[src/hdl/grw_pkg.sv]
`timescale 1ns / 1ps
// Types, constants and helpers shared by the grid ray wall cast block.
// No dependencies.
package grw_pkg;

    localparam int COORD_W   = 24;  // Q8.16 coordinate width
    localparam int FRAC_W    = 16;  // fraction bits
    localparam int CFG_W     = 7;   // map size register width
    localparam int CELL_W    = 6;   // cell index field width
    localparam int EPS_LSB   = 1;   // backoff when stepping toward negative
    localparam int DELTA_W   = COORD_W + 1;
    localparam int NUM_W     = DELTA_W + FRAC_W;  // dividend width
    localparam int SLOPE_W   = 32;
    localparam int PS_W      = COORD_W + 2;
    localparam int OFS_W     = 18;  // snapped start minus origin
    localparam int PROD_W    = OFS_W + SLOPE_W;
    localparam int POS_W     = 48;  // running position width

    localparam logic [SLOPE_W-1:0] SLOPE_MAX = 32'h7FFF_FFFF;

    typedef struct packed {
        logic                      cmd;
        logic                      cast_axis;
        logic signed [COORD_W-1:0] origin_x;
        logic signed [COORD_W-1:0] origin_y;
        logic signed [COORD_W-1:0] target_x;
        logic signed [COORD_W-1:0] target_y;
        logic [CELL_W-1:0]         cell_col;
        logic [CELL_W-1:0]         cell_row;
        logic                      cell_is_wall;
    } in_word_t;

    typedef struct packed {
        logic signed [COORD_W-1:0] hit_x;
        logic signed [COORD_W-1:0] hit_y;
        logic                      hit_wall;
        logic                      degenerate;
    } out_word_t;

    // Command codes
    localparam logic CMD_WRITE = 1'b0;
    localparam logic CMD_CAST  = 1'b1;

    // Controller to datapath
    typedef struct packed {
        logic load;
        logic prep;
        logic div_step;
        logic slope_fix;
        logic mul;
        logic init;
        logic lookup;
        logic step;
        logic wall_set;
        logic out_load;
        logic wr_read;
        logic wr_write;
    } grw_cmd_t;

    // Datapath to controller
    typedef struct packed {
        logic is_write;
        logic wr_ok;
        logic degen;
        logic div_last;
        logic guard_end;
        logic in_map;
        logic wall_bit;
    } grw_stat_t;

    // Saturate a running position to a Q8.16 coordinate
    function automatic logic [COORD_W-1:0] sat24(input logic signed [POS_W-1:0] v);
        logic signed [POS_W-1:0] hi;
        logic signed [POS_W-1:0] lo;
        hi = POS_W'(8388607);
        lo = -POS_W'(8388608);
        if (v > hi)
            return hi[COORD_W-1:0];
        else if (v < lo)
            return lo[COORD_W-1:0];
        else
            return v[COORD_W-1:0];
    endfunction

endpackage

[src/hdl/grw_ctrl.sv]
`timescale 1ns / 1ps
// Controller: sequences decode, divide, multiply and the step loop; owns output valid.
// Depends on grw_pkg.
module grw_ctrl (
    input  logic                clk,
    input  logic                rst_n,
    input  logic                in_valid,
    output logic                in_stall,
    output logic                out_valid,
    input  logic                out_stall,
    input  grw_pkg::grw_stat_t  stat,
    output grw_pkg::grw_cmd_t   cmd
);

    typedef enum logic [3:0] {
        ST_IDLE,
        ST_DECODE,
        ST_CHKDEG,
        ST_DIV,
        ST_SLOPE,
        ST_MUL,
        ST_INIT,
        ST_CHECK,
        ST_LOOK,
        ST_FINISH,
        ST_WR_RD,
        ST_WR_WR
    } state_t;

    state_t state_reg, state_next;
    logic   out_valid_reg, out_valid_next;
    logic   out_free;

    assign in_stall  = (state_reg != ST_IDLE);
    assign out_valid = out_valid_reg;
    assign out_free  = !out_valid_reg || !out_stall;

    // Next state and commands
    always_comb
    begin
        state_next     = state_reg;
        cmd            = '0;
        out_valid_next = out_valid_reg && out_stall;
        unique case (state_reg)
            ST_IDLE:
            begin
                if (in_valid)
                begin
                    cmd.load   = 1'b1;
                    state_next = ST_DECODE;
                end
            end
            ST_DECODE:
            begin
                if (stat.is_write)
                    state_next = stat.wr_ok ? ST_WR_RD : ST_IDLE;
                else
                begin
                    cmd.prep   = 1'b1;
                    state_next = ST_CHKDEG;
                end
            end
            ST_CHKDEG:
                state_next = stat.degen ? ST_FINISH : ST_DIV;
            ST_DIV:
            begin
                cmd.div_step = 1'b1;
                if (stat.div_last)
                    state_next = ST_SLOPE;
            end
            ST_SLOPE:
            begin
                cmd.slope_fix = 1'b1;
                state_next    = ST_MUL;
            end
            ST_MUL:
            begin
                cmd.mul    = 1'b1;
                state_next = ST_INIT;
            end
            ST_INIT:
            begin
                cmd.init   = 1'b1;
                state_next = ST_CHECK;
            end
            ST_CHECK:
            begin
                if (stat.guard_end || !stat.in_map)
                    state_next = ST_FINISH;
                else
                begin
                    cmd.lookup = 1'b1;
                    state_next = ST_LOOK;
                end
            end
            ST_LOOK:
            begin
                if (stat.wall_bit)
                begin
                    cmd.wall_set = 1'b1;
                    state_next   = ST_FINISH;
                end
                else
                begin
                    cmd.step   = 1'b1;
                    state_next = ST_CHECK;
                end
            end
            ST_FINISH:
            begin
                if (out_free)
                begin
                    cmd.out_load   = 1'b1;
                    out_valid_next = 1'b1;
                    state_next     = ST_IDLE;
                end
            end
            ST_WR_RD:
            begin
                cmd.wr_read = 1'b1;
                state_next  = ST_WR_WR;
            end
            ST_WR_WR:
            begin
                cmd.wr_write = 1'b1;
                state_next   = ST_IDLE;
            end
            default:
                state_next = ST_IDLE;
        endcase
    end

    // State and registered outputs
    always_ff @(posedge clk or negedge rst_n)
    begin
        if (!rst_n)
        begin
            state_reg     <= ST_IDLE;
            out_valid_reg <= 1'b0;
        end
        else
        begin
            state_reg     <= state_next;
            out_valid_reg <= out_valid_next;
        end
    end

endmodule

[config.mk]
export PLATFORM = sky130hd
export DESIGN_NAME = grw_ctrl
export DESIGN_NICKNAME = d
export VERILOG_FILES = /design/src/hdl/grw_pkg.sv /design/src/hdl/grw_ctrl.sv
export SDC_FILE = /design/constraint.sdc
export NUM_CORES = 1
export LEC_CHECK = 0
export BUFFER_PORTS_ARGS = -buffer_cell sky130_fd_sc_hd__buf_4
export CORE_MARGIN = 5
export CORE_UTILIZATION = 35
export DETAILED_ROUTE_END_ITERATION = 8
export HOLD_SLACK_MARGIN = 0.02
export SLEW_MARGIN = 20
export SYNTH_ARGS = -nofsm -noshare
export SYNTH_HDL_FRONTEND = slang
export SYNTH_SLANG_ARGS = --single-unit
export TNS_END_PERCENT = 50
[constraint.sdc]
create_clock -name clk -period 2.97 [get_ports clk]
set_input_delay 0.1485 -clock clk [delete_from_list [all_inputs] [get_ports clk]]
set_output_delay 0.1485 -clock clk [all_outputs]
set_load 0.05 [all_outputs]
# Yosys cells after proc, flatten, opt, wreduce, memory -nomap -nowiden
# Cells that the tools add are included.
# totals
elab_cells,53
ff_bits,5
output_inout_bits,14
# op_classes
n_reduce_logical,9
eq_ne,14
n_mux,28
# ops
op,n
case mux 4 bit (11 select lines),1
two-way mux 4 bit,7
two-way mux 1 bit,19
equality test 4 x 3 -> 1 bit (second input constant),4
equality test 4 bit (second input constant),4
equality test 4 x 2 -> 1 bit (second input constant),2
inequality test 2 bit (second input constant),3
equality test 4 x 1 -> 1 bit (second input constant),1
zero test 4 bit,1
nonzero test 4 bit,1
zero test 1 bit,3
AND reduction 3 bit,1
logical OR 1 bit,2
two-way mux 2 bit,1
logical AND 1 bit,1

# Logic depth before layout (Yosys ltp)
# logic_depth
depth_word,4
depth_mapped,5
ltp_nobuf,4

# Least setup slack after synthesis
# OpenSTA, ideal clock, no wires.
# synth_path
path_type,reg2out
from,register state_reg[2]
to,output cmd[10] (netlist name)
path_slack_ns,0.693
arrival_ns,2.129
stages_incl_launch_ff,3
t_required_ns,2.822
cell_sequence,dfrtp_1 > buf_4 > nor4_1
# synth_rtl
item,line_no,rtl
start: declaration,grw_ctrl.sv:30,"state_t state_reg, state_next;"
start signal: assignment,grw_ctrl.sv:143,state_reg <= state_next;
end: declaration,grw_ctrl.sv:12,output grw_pkg::grw_cmd_t cmd

==> results.ini <==
[setup_path]
cp_cell_sequence = nor2b_2 -> nand2_1 -> a21oi_1 -> buf_4
rr_worst_depth = 4
cp_slowest_cell = dfrtp_1
required_ns = 2.82
cp-start-kind = flip-flop
slowest_delay_ns = 0.64
critPathMaxFanout = 13
worst_ep_arrival_time_ns = 1.60
timing.rr.start = state_reg[2]
cp-end-kind = primary output
cp-startpoint = state_reg[3]
worstSetupPathType = reg2out

[placed_design]
globalplace.congestion = 0.7547
preCtsSetupSlack_ns = 1.444
port_buffers = 24
placedCellCount = 98
dp_hpwl_mm = 1.105

[timing]
setup_viol = 0
tns_ns = 0
finClkSkew_ns = 0.01061
drv_slew = 0
worst_pin_slew_ns = 0.4958
hold_viol_final = 0
fin_crit_ns = 1.748
period_share = 0.5887
rsz0062_at_grt = false
setup_ws_ns = 1.222
timing.slew.headroom = 0.6695
fmax_mhz = 572.0

[grt]
grt_pass1_vias = 528
antenna_found_initial = 0
grt_first_pass_wirelength_mm = 2.277
grt-ovfl-total = 0
grt_max_degree = 15
gr-usage-all-layers = 0.1436

[layout]
final_cell_mix = 24 x buf_4, 9 x nor2_1, 5 x nor3_1, 5 x nand2_1, 5 x dfrtp_1
final_common_cell = buf_4
antenna_cells = 0
synthToLayoutAreaGrowth_pct = 39.51
drive_gt1_frac = 0.4432
largest_reg_flops = 4
stdcell_count = 103
finalNetCount = 100

[logic_synthesis]
syn_nets = 74
synth_compound_area_frac = 0.1580
yosys-top-cells-area = dfrtp_1 25%, nor2_1 6.7%, nand2b_4 5.4%
synth_top_cell_by_area = dfrtp_1
synthCells = 63
ys_seq_area_frac = 0.2469
synthMuxAreaShare = 0.03951
synth_top_area_share = 0.2469
synth_area_um2 = 506.7
synth_fa_ha_area_frac = 0
synth_top_family_by_area = simple AND/OR/NAND/NOR gates
synthXorXnorAreaFrac = 0
avgSynthCellArea_um2 = 8.043
yosys.area_share.simple = 0.4716
yosys_warnings = 0
synth_cell_types = 32
yosys_register_bits = 5

[cts]
cts_buffer_depth = 2
cts_tree = yes
ctsHoldBuffers = 1
clk_pin_slew_worst_paths_ns = 0.05
cts_resized = 0
cts-root-buf = clkbuf_4
clkSinkCount = 5
numCtsBuffers = 3
cts_max_level = 1
post_cts_buffers = 0
clk_latency_ns = 0.24

[drt]
wire_per_inst_um = 13.73
drt-pass1-iter-count = 4
drc_errors = 0
postRouteWirelength_mm = 1.414
via_per_inst = 5.194
ant_nets = 0
dr_total_vias = 535
drt_iter0_drc = 9

[die]
fp.dieH_um = 48.05
die_w_um = 48.05
core_area_mm2 = 0.001334
dieArea_mm2 = 0.002309
rows = 13
io-pin-count = 25
start_util = 0.3799

[power_and_ir_drop]
p_leak_nw = 0.3366
total_power_w = 0.0007559
p_per_area_mw_per_mm2 = 1069
ir_worst_vdd_mv = 0.4731

[worst_hold_path]
hold_path_startpoint = out_stall
worstHoldPathType = in2reg
hold_path_depth = 3

[run_status]
status = finished clean

[run]
max_cap_violations = 0

[worst max-delay path: cells and delay by family (launching register included)]
family                 cells  cell delay, ns
and+or+nand+nor            2            0.38
DFF                        1            0.64
buffers and inverters      1            0.21
AOI/OAI and AO/OA          1            0.12
[final cells by class]
type                            count  area, um2
Fill cell                         137      626.9
Tap cell                           15      18.77
Multi-Input combinational cell     52      339.1
Sequential cell                     5      125.1
Timing Repair Buffer               25      190.2
Inverter                            2      7.507
Clock buffer                        4      26.28
[path summary, 6_finish.rpt]
check | end | slack (ns)
min in group asynchronous | state_reg[3] | 0.24
min reg2reg | out_valid | 0.53
max | cmd[2] | 1.22
min | out_valid | 0.16
max reg2reg | state_reg[0] | 1.40
max in group asynchronous | state_reg[0] | 2.61
[kinds of logic after synthesis]
group           Yosys count
simple gates             38
compound gates           12
buf+inv                   6
flops                     5
mux                       2
[Yosys cell counts, drive strengths merged]
master,count
a21oi,2
a22o,1
a22oi,1
a41oi,1
and3,2
and3b,1
buf,4
dfrtp,5
inv,2
mux2i,2
nand2,6
nand2b,6
nand3,2
nand4bb,1
nor2,10
nor2b,1
nor3,5
nor3b,1
nor4,2
o21ai,5
o31ai,2
or3,1
[per-stage QoR]
step	utilization	area (um2)	hold WS, ns
floorplan	-	506.7	-0.1471
global placement	0.5028	670.6	-0.04638
detailed placement	0.5028	670.6	-0.04552
CTS	0.5300	706.9	0.1479
global route	0.5300	706.9	0.1723
finish	0.5300	706.9	0.1576
[per-layer routing]
metal	part of all wire	vias up	routed length [um]	GRT usage
met4	0	0	0	0.01613
met1	0.47	238	671	0.1991
met3	0.075	0	106	0.05639
li1	-	275	-	-
met5	0	-	0	0
met2	0.45	22	637	0.2164
[power by group]
group          switching, W   total, W  internal, W
Sequential         0.000100   0.000196    0.0000965
Clock             0.0000286  0.0000795    0.0000509
Combinational      0.000300   0.000480     0.000180
Total              0.000429   0.000756     0.000327
Note: power is estimated with default switching activity, not from simulation.
